<file path="src/rtl/wsp_pkg.sv">
// Package for the WAV stream parser: phase codes, tags, result kinds and the result record.
`default_nettype none
package wsp_pkg;

  // Chunk tags as they appear in a big-endian window of the last four bytes
  localparam logic [31:0] TAG_RIFF = 32'h5249_4646;
  localparam logic [31:0] TAG_WAVE = 32'h5741_5645;
  localparam logic [31:0] TAG_FMT  = 32'h666d_7420;
  localparam logic [31:0] TAG_DATA = 32'h6461_7461;

  // Byte counts inside fixed-length fields
  localparam logic [4:0] TAG_BYTES      = 5'd4;
  localparam logic [4:0] SEEK_FILL_LAST = 5'd3;
  localparam logic [4:0] FMT_BODY_BYTES = 5'd20;

  // Result kinds
  localparam logic [1:0] KIND_HEADER = 2'd0;
  localparam logic [1:0] KIND_SAMPLE = 2'd1;
  localparam logic [1:0] KIND_ERROR  = 2'd2;

  // Error codes
  localparam logic [1:0] ERR_NO_RIFF  = 2'd0;
  localparam logic [1:0] ERR_NO_WAVE  = 2'd1;
  localparam logic [1:0] ERR_BAD_BITS = 2'd2;

  // Parse phases
  typedef enum logic [3:0] {
    PH_RIFF_TAG  = 4'd0,
    PH_RIFF_SIZE = 4'd1,
    PH_WAVE_TAG  = 4'd2,
    PH_FMT_SEEK  = 4'd3,
    PH_FMT_BODY  = 4'd4,
    PH_DATA_SEEK = 4'd5,
    PH_DATA_SIZE = 4'd6,
    PH_SAMPLES   = 4'd7,
    PH_IDLE      = 4'd8
  } phase_t;

  // One result item
  typedef struct packed {
    logic [1:0]         result_kind;
    logic signed [31:0] sample_value;
    logic               last_sample;
    logic [15:0]        format_code;
    logic [15:0]        channel_count;
    logic [31:0]        sample_rate;
    logic [31:0]        byte_rate;
    logic [15:0]        block_align;
    logic [15:0]        sample_bits;
    logic [31:0]        data_bytes;
    logic [1:0]         error_code;
  } result_t;

endpackage
`default_nettype wire

</file>
<file path="src/rtl/wsp_byte_if.sv">
// Valid/ready channel that carries one byte of the WAV stream per item.
`default_nettype none
interface wsp_byte_if;
  logic       valid;
  logic       ready;
  logic [7:0] data_byte;
  logic       file_start;

  modport source (output valid, output data_byte, output file_start, input ready);
  modport sink   (input valid, input data_byte, input file_start, output ready);
endinterface
`default_nettype wire

</file>
<file path="src/rtl/wsp_result_if.sv">
// Valid/ready channel that carries one parser result per item.
`default_nettype none
interface wsp_result_if;
  logic               valid;
  logic               ready;
  logic [1:0]         result_kind;
  logic signed [31:0] sample_value;
  logic               last_sample;
  logic [15:0]        format_code;
  logic [15:0]        channel_count;
  logic [31:0]        sample_rate;
  logic [31:0]        byte_rate;
  logic [15:0]        block_align;
  logic [15:0]        sample_bits;
  logic [31:0]        data_bytes;
  logic [1:0]         error_code;

  modport source (
    output valid, output result_kind, output sample_value, output last_sample,
    output format_code, output channel_count, output sample_rate, output byte_rate,
    output block_align, output sample_bits, output data_bytes, output error_code,
    input ready
  );
  modport sink (
    input valid, input result_kind, input sample_value, input last_sample,
    input format_code, input channel_count, input sample_rate, input byte_rate,
    input block_align, input sample_bits, input data_bytes, input error_code,
    output ready
  );
endinterface
`default_nettype wire

</file>
<file path="src/rtl/wsp_core.sv">
// Per-byte parse state machine: tag checks, format capture and sample assembly.
`default_nettype none
module wsp_core (
  input  wire logic            clk,
  input  wire logic            rst,
  input  wire logic            fire,
  input  wire logic [7:0]      data_byte,
  input  wire logic            file_start,
  output logic                 res_valid,
  output wsp_pkg::result_t     res
);

  wsp_pkg::phase_t phase, phase_next, cur_phase;
  logic [4:0]  idx, idx_next, cur_idx, idx_inc;
  logic [31:0] window, window_next;
  logic [15:0] fmt_code, fmt_code_next;
  logic [15:0] chans, chans_next;
  logic [31:0] rate, rate_next;
  logic [31:0] brate, brate_next;
  logic [15:0] balign, balign_next;
  logic [15:0] sbits, sbits_next;
  logic [31:0] dbytes, dbytes_next, dbytes_shift;
  logic [31:0] acc, acc_next, acc_shift;
  logic [31:0] bytes_left, bytes_left_next;
  logic [2:0]  nb;
  logic        bits_ok;
  logic [31:0] sample_v;

  // A file start restarts the parser with this byte
  assign cur_phase    = file_start ? wsp_pkg::PH_RIFF_TAG : phase;
  assign cur_idx      = file_start ? 5'd0 : idx;
  assign idx_inc      = cur_idx + 5'd1;
  assign dbytes_shift = {data_byte, dbytes[31:8]};
  assign acc_shift    = {data_byte, acc[31:8]};

  // Bytes per sample and the legal sample sizes
  always_comb begin
    unique case (sbits)
      16'd8:   nb = 3'd1;
      16'd16:  nb = 3'd2;
      16'd24:  nb = 3'd3;
      default: nb = 3'd4;
    endcase
    bits_ok = (sbits == 16'd8) || (sbits == 16'd16) || (sbits == 16'd24) ||
              (sbits == 16'd32);
  end

  // Sample from the last nb bytes, little-endian
  always_comb begin
    unique case (nb)
      3'd1:    sample_v = {24'd0, acc_shift[31:24]};
      3'd2:    sample_v = {{16{acc_shift[31]}}, acc_shift[31:16]};
      3'd3:    sample_v = {{8{acc_shift[31]}}, acc_shift[31:8]};
      default: sample_v = acc_shift;
    endcase
  end

  // Next state and result
  always_comb begin
    phase_next      = cur_phase;
    idx_next        = cur_idx;
    window_next     = {window[23:0], data_byte};
    fmt_code_next   = fmt_code;
    chans_next      = chans;
    rate_next       = rate;
    brate_next      = brate;
    balign_next     = balign;
    sbits_next      = sbits;
    dbytes_next     = dbytes;
    acc_next        = acc;
    bytes_left_next = bytes_left;
    res_valid       = 1'b0;
    res             = '0;

    unique case (cur_phase)
      wsp_pkg::PH_RIFF_TAG, wsp_pkg::PH_WAVE_TAG: begin
        idx_next = idx_inc;
        if (idx_inc == wsp_pkg::TAG_BYTES) begin
          idx_next = 5'd0;
          if (cur_phase == wsp_pkg::PH_RIFF_TAG) begin
            if (window_next != wsp_pkg::TAG_RIFF) begin
              res_valid       = 1'b1;
              res.result_kind = wsp_pkg::KIND_ERROR;
              res.error_code  = wsp_pkg::ERR_NO_RIFF;
              phase_next      = wsp_pkg::PH_IDLE;
            end else begin
              phase_next = wsp_pkg::PH_RIFF_SIZE;
            end
          end else begin
            if (window_next != wsp_pkg::TAG_WAVE) begin
              res_valid       = 1'b1;
              res.result_kind = wsp_pkg::KIND_ERROR;
              res.error_code  = wsp_pkg::ERR_NO_WAVE;
              phase_next      = wsp_pkg::PH_IDLE;
            end else begin
              phase_next = wsp_pkg::PH_FMT_SEEK;
            end
          end
        end
      end
      wsp_pkg::PH_RIFF_SIZE: begin
        idx_next = idx_inc;
        if (idx_inc == wsp_pkg::TAG_BYTES) begin
          idx_next   = 5'd0;
          phase_next = wsp_pkg::PH_WAVE_TAG;
        end
      end
      wsp_pkg::PH_FMT_SEEK, wsp_pkg::PH_DATA_SEEK: begin
        // Window must first hold four bytes of this phase
        if (cur_idx < wsp_pkg::SEEK_FILL_LAST) begin
          idx_next = idx_inc;
        end else if (cur_phase == wsp_pkg::PH_FMT_SEEK && window_next == wsp_pkg::TAG_FMT) begin
          idx_next   = 5'd0;
          phase_next = wsp_pkg::PH_FMT_BODY;
        end else if (cur_phase == wsp_pkg::PH_DATA_SEEK &&
                     window_next == wsp_pkg::TAG_DATA) begin
          idx_next   = 5'd0;
          phase_next = wsp_pkg::PH_DATA_SIZE;
        end
      end
      wsp_pkg::PH_FMT_BODY: begin
        // Chunk size bytes first, then the six format fields
        if (cur_idx >= 5'd4 && cur_idx < 5'd6)        fmt_code_next = {data_byte, fmt_code[15:8]};
        else if (cur_idx >= 5'd6 && cur_idx < 5'd8)   chans_next    = {data_byte, chans[15:8]};
        else if (cur_idx >= 5'd8 && cur_idx < 5'd12)  rate_next     = {data_byte, rate[31:8]};
        else if (cur_idx >= 5'd12 && cur_idx < 5'd16) brate_next    = {data_byte, brate[31:8]};
        else if (cur_idx >= 5'd16 && cur_idx < 5'd18) balign_next   = {data_byte, balign[15:8]};
        else if (cur_idx >= 5'd18)                    sbits_next    = {data_byte, sbits[15:8]};
        idx_next = idx_inc;
        if (idx_inc == wsp_pkg::FMT_BODY_BYTES) begin
          idx_next   = 5'd0;
          phase_next = wsp_pkg::PH_DATA_SEEK;
        end
      end
      wsp_pkg::PH_DATA_SIZE: begin
        dbytes_next = dbytes_shift;
        idx_next    = idx_inc;
        if (idx_inc == wsp_pkg::TAG_BYTES) begin
          idx_next  = 5'd0;
          res_valid = 1'b1;
          if (!bits_ok) begin
            res.result_kind = wsp_pkg::KIND_ERROR;
            res.error_code  = wsp_pkg::ERR_BAD_BITS;
            phase_next      = wsp_pkg::PH_IDLE;
          end else begin
            res.result_kind   = wsp_pkg::KIND_HEADER;
            res.format_code   = fmt_code;
            res.channel_count = chans;
            res.sample_rate   = rate;
            res.byte_rate     = brate;
            res.block_align   = balign;
            res.sample_bits   = sbits;
            res.data_bytes    = dbytes_shift;
            // Remaining data bytes stand in for the sample count
            bytes_left_next   = dbytes_shift;
            acc_next          = '0;
            phase_next        = (dbytes_shift >= {29'd0, nb}) ? wsp_pkg::PH_SAMPLES
                                                              : wsp_pkg::PH_IDLE;
          end
        end
      end
      wsp_pkg::PH_SAMPLES: begin
        acc_next = acc_shift;
        idx_next = idx_inc;
        if (idx_inc == {2'd0, nb}) begin
          res_valid        = 1'b1;
          res.result_kind  = wsp_pkg::KIND_SAMPLE;
          res.sample_value = sample_v;
          idx_next         = 5'd0;
          acc_next         = '0;
          bytes_left_next  = bytes_left - {29'd0, nb};
          // Fewer than two samples' worth left means this one is the last
          if (bytes_left < {28'd0, nb, 1'b0}) begin
            res.last_sample = 1'b1;
            phase_next      = wsp_pkg::PH_IDLE;
          end
        end
      end
      default: begin
      end
    endcase
  end

  // Control state
  always_ff @(posedge clk) begin
    if (rst) begin
      phase <= wsp_pkg::PH_RIFF_TAG;
      idx   <= 5'd0;
    end else if (fire) begin
      phase <= phase_next;
      idx   <= idx_next;
    end
  end

  // Captured fields and accumulators
  always_ff @(posedge clk) begin
    if (fire) begin
      window     <= window_next;
      fmt_code   <= fmt_code_next;
      chans      <= chans_next;
      rate       <= rate_next;
      brate      <= brate_next;
      balign     <= balign_next;
      sbits      <= sbits_next;
      dbytes     <= dbytes_next;
      acc        <= acc_next;
      bytes_left <= bytes_left_next;
    end
  end

endmodule
`default_nettype wire

</file>
<file path="src/rtl/wsp_out_buf.sv">
// Two-entry result buffer: output register plus skid register.
`default_nettype none
module wsp_out_buf (
  input  wire logic             clk,
  input  wire logic             rst,
  input  wire logic             in_valid,
  input  wire wsp_pkg::result_t in_res,
  output logic                  in_ready,
  output logic                  out_valid,
  output wsp_pkg::result_t      out_res,
  input  wire logic             out_ready
);

  logic             skid_valid;
  wsp_pkg::result_t skid_res;
  logic             out_free;

  assign in_ready = ~skid_valid;
  assign out_free = ~out_valid | out_ready;

  // Valid flags
  always_ff @(posedge clk) begin
    if (rst) begin
      out_valid  <= 1'b0;
      skid_valid <= 1'b0;
    end else if (out_free) begin
      out_valid  <= skid_valid | in_valid;
      skid_valid <= 1'b0;
    end else if (in_valid) begin
      skid_valid <= 1'b1;
    end
  end

  // Payload
  always_ff @(posedge clk) begin
    if (out_free) begin
      out_res <= skid_valid ? skid_res : in_res;
    end else if (in_valid) begin
      skid_res <= in_res;
    end
  end

endmodule
`default_nettype wire

</file>
<file path="src/rtl/wav_stream_parser_top.sv">
// Top level of the WAV stream parser: byte channel in, result channel out.
//
//  channel  | dir | payload                                        | item
//  ---------+-----+------------------------------------------------+-----------------
//  stream   | in  | data_byte, file_start                          | one file byte
//  result   | out | result_kind, sample_value, last_sample, header | header/sample/error
//           |     | fields, error_code                             |
//
// One byte is taken per clock while stream.ready is high; the result that a byte
// completes is registered in the output buffer. rst (synchronous) returns the parser to
// waiting for the RIFF tag. A two-entry output buffer lets bytes keep flowing
// while one result waits; stream.ready drops only when both entries are full.
`default_nettype none
module wav_stream_parser_top (
  input  wire logic     clk,
  input  wire logic     rst,
  wsp_byte_if.sink      stream,
  wsp_result_if.source  result
);

  logic             fire;
  logic             core_valid;
  wsp_pkg::result_t core_res;
  logic             buf_ready;
  wsp_pkg::result_t out_res;

  assign stream.ready = buf_ready;
  assign fire         = stream.valid & buf_ready;

  wsp_core u_core (
    .clk        (clk),
    .rst        (rst),
    .fire       (fire),
    .data_byte  (stream.data_byte),
    .file_start (stream.file_start),
    .res_valid  (core_valid),
    .res        (core_res)
  );

  wsp_out_buf u_out_buf (
    .clk       (clk),
    .rst       (rst),
    .in_valid  (fire & core_valid),
    .in_res    (core_res),
    .in_ready  (buf_ready),
    .out_valid (result.valid),
    .out_res   (out_res),
    .out_ready (result.ready)
  );

  assign result.result_kind   = out_res.result_kind;
  assign result.sample_value  = out_res.sample_value;
  assign result.last_sample   = out_res.last_sample;
  assign result.format_code   = out_res.format_code;
  assign result.channel_count = out_res.channel_count;
  assign result.sample_rate   = out_res.sample_rate;
  assign result.byte_rate     = out_res.byte_rate;
  assign result.block_align   = out_res.block_align;
  assign result.sample_bits   = out_res.sample_bits;
  assign result.data_bytes    = out_res.data_bytes;
  assign result.error_code    = out_res.error_code;

endmodule
`default_nettype wire
</file>
<file path="src/flat_wrapper.sv">
// flat-port wrapper written by rule: the top's interface ports become plain ports
module wav_stream_parser_top_flat 
  (clk, rst, stream_valid, stream_data_byte, stream_file_start, stream_ready, result_valid, result_result_kind, result_sample_value, result_last_sample, result_format_code, result_channel_count, result_sample_rate, result_byte_rate, result_block_align, result_sample_bits, result_data_bytes, result_error_code, result_ready);
  wsp_byte_if stream_i ();
  wsp_result_if result_i ();
  input  wire logic clk;
  input  wire logic rst;
  input wire logic [$bits(stream_i.valid)-1:0] stream_valid;
  input wire logic [$bits(stream_i.data_byte)-1:0] stream_data_byte;
  input wire logic [$bits(stream_i.file_start)-1:0] stream_file_start;
  output wire logic [$bits(stream_i.ready)-1:0] stream_ready;
  output wire logic [$bits(result_i.valid)-1:0] result_valid;
  output wire logic [$bits(result_i.result_kind)-1:0] result_result_kind;
  output wire logic [$bits(result_i.sample_value)-1:0] result_sample_value;
  output wire logic [$bits(result_i.last_sample)-1:0] result_last_sample;
  output wire logic [$bits(result_i.format_code)-1:0] result_format_code;
  output wire logic [$bits(result_i.channel_count)-1:0] result_channel_count;
  output wire logic [$bits(result_i.sample_rate)-1:0] result_sample_rate;
  output wire logic [$bits(result_i.byte_rate)-1:0] result_byte_rate;
  output wire logic [$bits(result_i.block_align)-1:0] result_block_align;
  output wire logic [$bits(result_i.sample_bits)-1:0] result_sample_bits;
  output wire logic [$bits(result_i.data_bytes)-1:0] result_data_bytes;
  output wire logic [$bits(result_i.error_code)-1:0] result_error_code;
  input wire logic [$bits(result_i.ready)-1:0] result_ready;
  assign stream_i.valid = stream_valid;
  assign stream_i.data_byte = stream_data_byte;
  assign stream_i.file_start = stream_file_start;
  assign stream_ready = stream_i.ready;
  assign result_valid = result_i.valid;
  assign result_result_kind = result_i.result_kind;
  assign result_sample_value = result_i.sample_value;
  assign result_last_sample = result_i.last_sample;
  assign result_format_code = result_i.format_code;
  assign result_channel_count = result_i.channel_count;
  assign result_sample_rate = result_i.sample_rate;
  assign result_byte_rate = result_i.byte_rate;
  assign result_block_align = result_i.block_align;
  assign result_sample_bits = result_i.sample_bits;
  assign result_data_bytes = result_i.data_bytes;
  assign result_error_code = result_i.error_code;
  assign result_i.ready = result_ready;
  wav_stream_parser_top u_core (.clk(clk), .rst(rst), .stream(stream_i), .result(result_i));
endmodule
</file>
<file path="config.mk">
export PLATFORM = sky130hd
export DESIGN_NAME = wav_stream_parser_top_flat
export DESIGN_NICKNAME = d
export VERILOG_FILES = /design/src/rtl/wsp_pkg.sv /design/src/rtl/wsp_byte_if.sv /design/src/rtl/wsp_result_if.sv /design/src/rtl/wsp_core.sv /design/src/rtl/wsp_out_buf.sv /design/src/rtl/wav_stream_parser_top.sv /design/src/flat_wrapper.sv
export SDC_FILE = /design/constraint.sdc
export NUM_CORES = 1
export LEC_CHECK = 0
export BUFFER_PORTS_ARGS = -buffer_cell sky130_fd_sc_hd__buf_2
export CAP_MARGIN = 10
export CORE_UTILIZATION = 55
export CTS_BUF_LIST = sky130_fd_sc_hd__clkbuf_2 sky130_fd_sc_hd__clkbuf_4 sky130_fd_sc_hd__clkbuf_8
export DETAILED_ROUTE_END_ITERATION = 7
export GPL_ROUTABILITY_DRIVEN = 0
export MAX_ROUTING_LAYER = met4
export PLACE_DENSITY = 0.79
export SYNTH_ARGS = -nofsm -noshare
export SYNTH_HDL_FRONTEND = slang
export SYNTH_SLANG_ARGS = --single-unit
</file>
<file path="constraint.sdc">
create_clock -name clk -period 78.5 [get_ports clk]
set_input_delay 15.7 -clock clk [delete_from_list [all_inputs] [get_ports clk]]
set_output_delay 15.7 -clock clk [all_outputs]
set_load 0.005 [all_outputs]
</file>
### After elaboration in Yosys (flattened, before gate mapping)

Index checks and enable logic that the tools add are counted.

| operators by class | value |
|---|---|
| $add $sub $neg | 2 |
| magnitude comparators | 14 |
| eq/ne operators | 24 |
| multiplexer cells | 59 |
| bitwise operators | 12 |
| reductions and logical operators | 26 |

Operators by type and width:

| cell | number |
|---|---|
| 160-bit two-way mux | 2 |
| 197-bit two-way mux | 1 |
| 32-bit two-way mux | 6 |
| 162-bit two-way mux | 1 |
| 32-bit one-hot mux with 2 select lines | 2 |
| 32-bit one-hot mux with 3 select lines | 1 |
| 32-bit by 31-bit equality test with 1-bit output (second input constant) | 2 |
| 32-bit by 31-bit != test with 1-bit output (second input constant) | 2 |
| 4-bit two-way mux | 15 |
| 5-bit two-way mux | 7 |
| 34-bit two-way mux | 1 |
| 33-bit two-way mux | 1 |
| 16-bit by 5-bit equality test with 1-bit output (second input constant) | 2 |
| 32-bit by 3-bit greater-or-equal comparator with 1-bit output | 1 |
| 32-bit by 4-bit less-than comparator with 1-bit output | 1 |
| 32-bit by 3-bit subtractor with 32-bit output | 1 |
| 4-bit one-hot mux with 6 select lines | 1 |
| 5-bit one-hot mux with 4 select lines | 1 |
| 16-bit by 4-bit equality test with 1-bit output (second input constant) | 1 |
| 16-bit by 6-bit equality test with 1-bit output (second input constant) | 1 |
| 4-bit by 3-bit equality test with 1-bit output (second input constant) | 4 |
| 2-bit two-way mux | 6 |
| 5-bit by 3-bit greater-or-equal comparator with 1-bit output (second input constant) | 2 |
| 5-bit by 4-bit greater-or-equal comparator with 1-bit output (second input constant) | 2 |
| 35 further kinds | 73 |

| word-level totals | value |
|---|---|
| register bits after elaboration | 653 |
| output and inout port bits | 199 |
| logic and storage cells | 173 |

### Longest topological paths before layout

Gate-level depths: netlist of run 1.

| depth | value |
|---|---|
| word-level depth | 8 |
| gate-level depth with buffers | 15 |

### By module

A second synthesis of run 1 with hierarchy kept.

| unflattened totals | value |
|---|---|
| cells, all modules | 1569 |
| area, all modules | 26033.7 µm² |

By module, submodules not included:

| module | times used | cells each | area an instance (µm²) |
|---|---|---|---|
| wsp_out_buf | 1 | 622 | 14694.1 |
| wsp_core | 1 | 945 | 11327.1 |
| wav_stream_parser_top | 1 | 2 | 12.5 |

### Least setup slack after synthesis of run 1

No wires, ideal clock.

| timing path | value |
|---|---|
| path type | input-to-reg |
| start point | input result_ready |
| end point | register u_core.u_out_buf.skid_res[0] (netlist bit), enable pin |
| setup time | 3.338 ns |
| arrival | 37.309 ns |
| required time | 75.162 ns |
| path slack | 37.854 ns |
| stages | 2 |
| buffers on the path | 0 |
| path through | nand2b_1 a311oi_1 |

| between the ends | value |
|---|---|
| cells in the longest elaborated chain, start to end | 3 |

RTL lines:

| element | line | RTL |
|---|---|---|
| start: declaration | flat_wrapper.sv:24 | `input wire logic [$bits(result_i.ready)-1:0] result_ready;` |
| 1-bit bitwise OR | wsp_out_buf.sv:19 | `assign out_free = ~out_valid \| out_ready;` |
| 1-bit NOT (no source line) | - |  |
| 2-bit AND reduction (no source line) | - |  |
| end signal: assignment | wsp_out_buf.sv:39 | `skid_res <= in_res;` |
| end: declaration | wsp_out_buf.sv:15 | `wsp_pkg::result_t skid_res;` |

Every way passes these cells.
A chain may end at the register's enable or synchronous reset.

### Worst setup path after layout of run 1

| timing path | value |
|---|---|
| start point | input stream_file_start |
| end point | register u_core.u_out_buf.skid_res[141] (netlist bit), enable pin |

| between the ends | value |
|---|---|
| cells in the longest elaborated chain, start to end | 7 |
| elaborated cells between the ends (all ways) | 17 |

RTL lines:

| element | line | RTL |
|---|---|---|
| start: declaration | flat_wrapper.sv:10 | `input wire logic [$bits(stream_i.file_start)-1:0] stream_file_start;` |
| 5-bit two-way mux or 4-bit two-way mux (tied branches) | wsp_core.sv:31, wsp_core.sv:30 |  |
| 5-bit by 1-bit adder with 5-bit output or 4-bit zero test (tied branches) | wsp_core.sv:32, wsp_core.sv:75, wsp_core.sv:80 |  |
| 5-bit by 3-bit equality test with 1-bit output (tied with other cells) | wsp_core.sv:165 | `if (idx_inc == {2'd0, nb}) begin` |
| 1-bit two-way mux (on tied branches) | wsp_core.sv:165, wsp_core.sv:78, wsp_core.sv:138 |  |
| 1-bit one-hot mux with 3 select lines * | wsp_core.sv:75 | `unique case (cur_phase)` |
| 1-bit bitwise AND * | wav_stream_parser_top.sv:43 | `.in_valid (fire & core_valid),` |
| 2-bit AND reduction (no source line) * | - |  |

Mark *: on every way between the ends. The rest lies on a longest branch, timed or not.

==> impl_metrics.ini, run 1 <==
[run_status]
status = finished, violations left
violations = DRC

[timing]
fmaxAchievable_mhz = 50.01
fin_crit_sh_pct = 25.47
tightestPinTransition_ps = 1200
finalMaxSlewViolations = 0
hold_slack_ps = 413.7
fin_ws_ps = 58500
relSlewSlack_pct = 19.89
rsz0062_at_grt = false
hold_violations = 0
finalSetupViolations = 0
setup_tns_ps = 0
finalCriticalPeriod_ps = 20000
final.setup_skew_ps = 25.34

[clock_network]
cts_buffers = 96
insertion_delay_ps = 680
cts.path.max_buffers = 3
cts_hold_buf = 0
cts_tree = built
cts.repair.resized = 0
clk_pin_slew_worst_paths_ps = 60
cts_sinks = 637
post-cts-setup-buffers = 0
htree_levels = 3
clock_tree.root_cell = clkbuf_8

[setup_path]
crit_path_max_incr_delay_ps = 770
crit_path_start = stream_file_start
cp-start-kind = primary input
crit_family = buffers and inverters
r2r_slack_ps = 73070
path_class = in -> reg
path_buf_inv = 7
path_cells = buf_2 > clkinv_1 > nand2_1 > inv_1 > ha_1 > inv_1 > xnor2_1 > or3_1 > and2_0 > or4_2 > buf_4 > a311oi_4 > buf_4 > buf_4
reg2reg_from = u_core.u_core.sbits[4]$_DFFE_PP_
end_kind = flop
cpMostUsedCell = buf_4
worst_r2r_endpoint = u_core.u_core.bytes_left[29]$_DFFE_PP_
cp_data_arrival_time_ps = 20280
cp_max_fo = 66
ff2ff_path_depth = 11
slowest_stage = buf_4
required_ps = 78780

[synth]
yosysTopAreaCell = edfxtp_1
synth-compound-area-share_pct = 4.805
synth_cell_types = 74
synthArstFlopShare_pct = 0
ys_warn_count = 0
synthSimpleGateAreaFrac_pct = 10.19
muxShareOfSynthArea_pct = 7.300
synth_top_family_by_area = simple AND/OR/NAND/NOR gates
synth_edf_count = 626
synth_ff_type = edfxtp_1
ys_ff_latch = 637
synthAdderAreaFrac_pct = 0.6153
ys_seq_area_share_pct = 74.22
synth_xor_xnor_area_share_pct = 1.128
synth_top_area_share_pct = 73.36
postSynthAreaPerCell_um2 = 15.89
synthCells = 1613
synth.cell_area_um2 = 25620
synth_top_cells_by_area = edfxtp_1, mux2_2, and2_1

[final_layout]
fin_util_pct = 63.81
antenna_cells = 0
drive_gt1_share_pct = 29.33
multiInputGateArea_um2 = 6269
fillers = 3189
fin_nets = 1895
area_growth_pct = 13.75
regArea_um2 = 19020

[grt]
grtUsageTotal_pct = 22.54
grt_overflow = 0
antenna_found_initial = 0
grt_pass1_vias = 14407
grt_max_degree = 118
grt_pass1_wl_mm = 79.80

[detailed_routing]
vias = 14545
ant_nets = 0
drt_pre_antenna_iters = 8
drc = 1
wirelength_mm = 51.56
drt_iter0_drc = 1762
vias_per_cell = 5.711
routedWlPerCell_um = 20.24

[min_path]
hold_depth = 0
hp-class = reg -> reg
hold_start = u_core.u_core.balign[8]$_DFFE_PP_
hold_end = u_core.u_core.balign[0]$_DFFE_PP_

[die]
num_io_pins = 212
dieArea_um2 = 47450
fp.dieH_um = 217.8
core_um2 = 45670
start_util_pct = 56.10
die_w_um = 217.8
fp-row-count = 78

[flow_run]
maxCapViolCount = 0

[placement]
io_buffers = 211
dp_hpwl_mm = 30.80
post-place-ws_ps = 57870

[power]
leakage_nw = 11.78
p_per_area_nw_per_um2 = 21.76
peakVddDrop_v = 0.00001376
registers in the layout, indices dropped and copies added, names as in the netlist, 16 cells and up:
name / cells
u_core.u_out_buf.out_res: 197
u_core.u_core.window: 24
u_core.u_core.acc: 24
u_core.u_core.dbytes: 24
u_core.u_out_buf.skid_res: 197
u_core.u_core.bytes_left: 32
u_core.u_core.rate: 32
u_core.u_core.chans: 16
u_core.u_core.sbits: 16
u_core.u_core.balign: 16
u_core.u_core.brate: 32
u_core.u_core.fmt_code: 16
cells by family after synthesis:
kind of cell	Yosys count
flops	637
simple gates	474
compound gates	186
mux	167
buf+inv	103
xor+xnor	33
fa+ha+maj	12
other cells	1
area by class of cell:
class	count	share of cell area [%]
sequential	637	65.26
multi-input combinational	885	21.51
clock buffer	130	5.431
timing repair buffer	231	4.138
tap	600	2.576
clock inverter	45	0.8242
inverter	19	0.2662
placed cells by master, fill, tap and decap left out, types with 13 or more instances in the layout:
master and n:
nor3_1 21, o21ai_0 39, inv_1 15, mux2_2 159, xnor2_1 16, nor2_1 79
edfxtp_1 626, clkbuf_8 97, clkinv_1 27, conb_1 13, buf_2 211, nor4_1 20
o31ai_1 28, clkinv_2 14, xor2_1 17, and2_1 182, buf_4 20, clkbuf_4 33
nand2_1 82, a21oi_1 43
metrics by stage:
step / power (mW) / std cells / area [µm²]
2_1_floorplan: 0.3806 / 1625 / 25670
3_3_place_gp: 0.3836 / 2372 / 27320
4_1_cts: 0.6396 / 2547 / 29150
3_5_place_dp: 0.3839 / 2372 / 27320
5_1_grt: 0.6554 / 2547 / 29150
6_report: 0.6342 / 2547 / 29150
how the worst max path moves through the flow:
stage | slack, ps | end | cells after the start
floorplan | 37850 | u_core.u_out_buf.skid_res[0]$_DFFE_PP_ | 2
global placement | 58030 | u_core.u_out_buf.skid_res[66]$_DFFE_PP_ | 14
detailed placement | 57870 | u_core.u_out_buf.skid_res[26]$_DFFE_PP_ | 14
CTS | 58560 | u_core.u_out_buf.skid_res[134]$_DFFE_PP_ | 14
global route | 58250 | u_core.u_out_buf.skid_res[134]$_DFFE_PP_ | 14
finish | 58500 | u_core.u_out_buf.skid_res[141]$_DFFE_PP_ | 14
worst reg2reg max path, cell delays in order (launching register included):
cell and delay [ps]:
edfxtp_1 870, clkinv_1 750, nor2_1 820, inv_1 290, ha_1 350, nor2b_1 150, o21ai_0 310, nand4_1 230
or4_1 620, or3_1 390, xnor2_1 130, mux2_2 260
synthesized netlist by cell type, types with 4 or more instances:
cell type and count:
a21o_1 4, a21oi_1 45, a221oi_1 8, a222oi_1 7
a22o_1 7, a31oi_1 8, and2_1 182, and3_1 6
buf_1 4, buf_6 5, clkbuf_1 72, dfxtp_1 11
edfxtp_1 626, ha_1 11, inv_1 15, mux2_2 159
mux2i_1 8, nand2_1 82, nand2b_1 8, nand3_1 11
nand4_1 5, nor2_1 83, nor2_4 6, nor2b_1 7
nor3_1 21, nor4_1 20, o211ai_1 5, o21ai_0 39
o22ai_1 9, o31ai_1 28, or2_2 4, or3_1 11
or4_1 7, xnor2_1 16, xor2_1 17
per-layer routing:
metal / up-vias / part of all wire (%) / track usage, %
met3: 107 / 7.3 / 4.170
met5: - / 0 / -
met4: 0 / 2.3 / 8.438
met2: 653 / 48 / 34.29
met1: 7148 / 43 / 30.44
li1: 6637 / - / -
power by group:
group,internal [mW],switching [mW]
sequential,0.370,0.000972
combinational,0.00168,0.00454
clock,0.135,0.123
Note: power is estimated with default switching activity, not from simulation.
==> run 2, diff against run 1 <==
- PLACE_DENSITY: 0.79 -> 0.82
- clock period: 78.5 -> 16.9 ns (I/O delays scaled with it)
==> impl_metrics.ini, run 2 (synthesis results as in run 1) <==
[clock_network]
cts_hold_buf = 0
cts.path.max_buffers = 3
htree_levels = 3
clock_tree.root_cell = clkbuf_8
cts_buffers = 98
cts.repair.resized = 0
insertion_delay_ps = 700
post-cts-setup-buffers = 0
cts_tree = built
cts_sinks = 637
clk_pin_slew_worst_paths_ps = 60

[setup_path]
path_buf_inv = 6
cpMostUsedCell = buf_4
end_kind = flop
path_cells = buf_2 > clkinv_8 > nand2_4 > ha_1 > inv_1 > a21oi_1 > or3_1 > and2_0 > or4_2 > buf_4 > a311oi_4 > buf_4 > buf_4
cp_max_fo = 65
crit_path_max_incr_delay_ps = 760
slowest_stage = buf_4
path_depth = 13
r2r_slack_ps = 11460
worst_r2r_endpoint = u_core.u_out_buf.skid_res[137]$_DFFE_PP_
crit_family = buffers and inverters
ff2ff_path_depth = 9
cp-start-kind = primary input
path_class = in -> reg
required_ps = 17190
cp_data_arrival_time_ps = 7670
reg2reg_from = u_core.u_core.sbits[5]$_DFFE_PP_

[timing]
final.setup_skew_ps = 39.63
rsz0062_at_grt = false
fmaxAchievable_mhz = 135.5
finalCriticalPeriod_ps = 7383
fin_crit_sh_pct = 43.68
hold_slack_ps = 427.3
relSlewSlack_pct = 26.45
finalMaxSlewViolations = 0
hold_violations = 0
tightestPinTransition_ps = 1103
finalSetupViolations = 0

[final_layout]
reg_top3 = u_core.u_out_buf.out_res: 197 flops, u_core.u_out_buf.skid_res: 197 flops
fin_nets = 1897
fin_area_um2 = 29310
drive_gt1_share_pct = 29.91
final_common_cell = edfxtp_1
layout_common_cells = edfxtp_1, buf_2, and2_1, mux2_2, clkbuf_8
area_growth_pct = 14.37

[detailed_routing]
vias = 14721
drc = 0
vias_per_cell = 5.796
drt_pre_antenna_iters = 7
routedWlPerCell_um = 21.16
drt_iter0_drc = 1768
wirelength_mm = 53.74
ant_nets = 0

[grt]
grt_overflow = 0
antenna_found_initial = 2
grtUsageTotal_pct = 23.24
grt_pass1_vias = 14421
grt_pass1_wl_mm = 81.74
grt_max_degree = 117

[die]
start_util_pct = 56.10
num_io_pins = 212
fp-row-count = 78
die_w_um = 217.8
core_um2 = 45670
fp.dieH_um = 217.8
dieArea_um2 = 47450

[min_path]
hold_start = u_core.u_core.brate[19]$_DFFE_PP_
hp-class = reg -> reg
hold_depth = 0
hold_end = u_core.u_core.brate[11]$_DFFE_PP_

[flow_run]
maxCapViolCount = 0

[power]
p_per_area_nw_per_um2 = 102.7
peakVddDrop_v = 0.00005984
leakage_nw = 11.84

[placement]
dpl_cell_area_um2 = 27380
io_buffers = 211
dp_hpwl_mm = 32.15

[run_status]
status = finished, final reports clean
-- run 2: cell count changes in the layout (fill, tap and decap cells not counted), sizes merged --
cell      change
inv           +2
clkinvlp      -2
diode         +1
clkinv       -10
bufinv        +2
-- run 2: power breakdown --
part	switching (mW)	total (mW)	internal, mW
registers	0.00471	1.72	1.72
logic	0.0222	0.0300	0.00782
clock network	0.587	1.26	0.670
total	0.614	3.01	2.39
-- run 2: worst max-delay path by stage --
stage / start / to / slack (ps)
2_1_floorplan: stream_file_start / u_core.u_out_buf.skid_res[0]$_DFFE_PP_ / -4640
3_3_place_gp: stream_file_start / u_core.u_out_buf.skid_res[132]$_DFFE_PP_ / 8980
3_5_place_dp: stream_file_start / u_core.u_out_buf.skid_res[112]$_DFFE_PP_ / 8890
4_1_cts: stream_file_start / u_core.u_out_buf.skid_res[136]$_DFFE_PP_ / 9590
5_1_grt: stream_file_start / u_core.u_out_buf.skid_res[136]$_DFFE_PP_ / 9360
6_report: stream_file_start / u_core.u_out_buf.skid_res[137]$_DFFE_PP_ / 9520
-- run 2: area by class of cell --
type | instances | area (µm²)
Clock buffer | 130 | 1614
Timing Repair Buffer | 231 | 1214
Sequential cell | 637 | 19020
Fill cell | 3137 | 16370
Tap cell | 600 | 750.7
Clock inverter | 37 | 291.5
Multi-Input combinational cell | 885 | 6319
Antenna cell | 1 | 2.502
Inverter | 19 | 95.09
-- run 2: routing by layer --
layer	vias up	wire length, µm	global-route usage [%]
met5	-	0	-
met4	0	1197	8.298
met3	105	3748	4.184
met2	668	26530	36.16
met1	7308	22270	30.93
li1	6640	-	-
-- run 2: through the flow --
| step | setup TNS [ps] | setup WS, ps | std cells | power (mW) | utilization [%] |
|---|---|---|---|---|---|
| 3_5_place_dp | 0 | 8885 | 2371 | 1.784 | 59.95 |
| 4_1_cts | 0 | 9593 | 2538 | 3.031 | 64.12 |
| 5_1_grt | 0 | 9359 | 2540 | 3.104 | 64.16 |
| 6_report | 0 | 9517 | 2540 | 3.009 | 64.16 |
| 3_3_place_gp | 0 | 8982 | 2371 | 1.783 | 59.95 |
| 2_1_floorplan | -914990 | -4645 | 1625 | 1.770 | - |
==> run 3, diff against run 2 <==
- clock period: 16.9 -> 6.1 ns (I/O delays scaled with it)
==> impl_metrics.ini, run 3 (synthesis results as in run 1) <==
[grt]
grt_max_degree = 145
grt_pass1_wl_mm = 82.01
grt_pass1_vias = 14656
grtUsageTotal_pct = 23.33
grt_overflow = 0
antenna_found_initial = 1

[detailed_routing]
routedWlPerCell_um = 20.95
wirelength_mm = 53.33
vias = 14686
drc = 0
ant_nets = 0
drt_pre_antenna_iters = 7
vias_per_cell = 5.768
drt_iter0_drc = 1819

[timing]
hold_violations = 0
finalCriticalPeriod_ps = 4652
finalSetupViolations = 0
fin_crit_sh_pct = 76.26
finalMaxSlewViolations = 0
final.setup_skew_ps = 41.35
tightestPinTransition_ps = 1088
relSlewSlack_pct = 27.48
fmaxAchievable_mhz = 215.0
rsz0062_at_grt = false
hold_slack_ps = 433.0

[flow_run]
maxCapViolCount = 0

[setup_path]
path_cells = or4_4 > or4_4 > nor2_1 > inv_1 > ha_1 > nor2b_1 > o21ai_0 > nand4_1 > or4_1 > or3_1 > xnor2_1 > mux2_2
crit_path_max_incr_delay_ps = 690
required_ps = 6530
cp-start-kind = flop
end_kind = flop
slowest_stage = or4_4
cp_max_fo = 30
ff2ff_path_depth = 12
cpMostUsedCell = or4_4
path_class = reg -> reg
cp_data_arrival_time_ps = 5080

[power]
leakage_nw = 11.85
peakVddDrop_v = 0.0001812
p_int_mw = 6.516
p_seq_share_pct = 58.3
p_clk_share_pct = 40.6
swShare_pct = 20.30
switchingPower_mw = 1.660
p_per_area_nw_per_um2 = 278.8
total_power_mw = 8.176
pwr-share-comb_pct = 1.0

[final_layout]
area_growth_pct = 14.47
regArea_um2 = 19020
fillers = 3125
fin_util_pct = 64.22
fin_cells = 2546
fin_nets = 1901
drive_gt1_share_pct = 29.97
multiInputGateArea_um2 = 6321
layout_common_cells = edfxtp_1, buf_2, and2_1, mux2_2, clkbuf_8
final_common_cell = edfxtp_1
reg_top3 = u_core.u_out_buf.out_res: 197 flops, u_core.u_out_buf.skid_res: 197 flops

[clock_network]
cts_tree = built
cts_buffers = 98
post-cts-setup-buffers = 0
clock_tree.root_cell = clkbuf_8
insertion_delay_ps = 690
clk_pin_slew_worst_paths_ps = 60
cts.path.max_buffers = 3
cts.repair.resized = 0
htree_levels = 3
cts_hold_buf = 0
cts_sinks = 637

[die]
core_um2 = 45670
fp-row-count = 78
fp.dieH_um = 217.8
num_io_pins = 212
start_util_pct = 56.10
die_w_um = 217.8
dieArea_um2 = 47450

[placement]
dp.cells = 2375
io_buffers = 211
dp_hpwl_mm = 32.10

[min_path]
hold_depth = 0
hp-class = reg -> reg

[run_status]
status = finished, final reports clean
-- run 3: cell types whose count changed in the layout (fill, tap and decap cells not counted), sizes merged --
cell and delta:
clkbuf +6, buf +4, bufinv -3, clkinv -2
inv +1
-- run 3: power by group through the flow --
stage / Combinational (mW) / Clock, mW / Sequential (mW)
after detailed placement: 0.0815 / 0 / 4.86
after CTS: 0.0817 / 3.39 / 4.77
after floorplan: 0.0476 / 0 / 4.85
after global routing: 0.0895 / 3.58 / 4.77
after global placement: 0.0785 / 0 / 4.86
final: 0.0834 / 3.32 / 4.77
-- run 3: final timing paths --
check	slack, ps	endpoint	from
max	1450	u_core.u_core.bytes_left[29]$_DFFE_PP_	u_core.u_core.sbits[5]$_DFFE_PP_
min	430	u_core.u_core.rate[4]$_DFFE_PP_	u_core.u_core.rate[12]$_DFFE_PP_
max reg2reg	1450	u_core.u_core.bytes_left[29]$_DFFE_PP_	u_core.u_core.sbits[5]$_DFFE_PP_
min reg2reg	430	u_core.u_core.rate[4]$_DFFE_PP_	u_core.u_core.rate[12]$_DFFE_PP_
-- run 3: through the flow --
step	cell area, µm²	TNS [ps]	setup WS (ps)
6_report	29330	0	1448
4_1_cts	29310	0	1488
5_1_grt	29330	0	1181
2_1_floorplan	25780	-2617060	-13280
3_3_place_gp	27500	0	1064
3_5_place_dp	27500	0	1057
-- run 3: critical path: cells and delay by family (launching register included) --
| family | cells | cell delay [ps] |
|---|---|---|
| DFF | 1 | 440 |
| muxes | 1 | 250 |
| and+or+nand+nor | 7 | 2820 |
| adders and majority gates | 1 | 280 |
| AOI/OAI and AO/OA | 1 | 340 |
| xor gates and xnor gates | 1 | 130 |
| buffers and inverters | 1 | 130 |
-- run 3: cell type report --
class,count,share of cell area (%)
clock buffers,136,5.593
repair buffers,235,4.539
flip-flops and latches,637,64.85
multi-input cells,885,21.55
diodes,1,0.008532
well taps,600,2.560
clock inverters,33,0.5802
inverters,19,0.3242
-- run 3: per-layer routing --
layer	vias to the layer above	routed length (µm)	global-route usage (%)
li1	6640	-	-
met1	7245	22200	30.83
met2	684	25830	36.33
met3	117	3899	4.142
met4	0	1401	8.951
met5	-	0	-
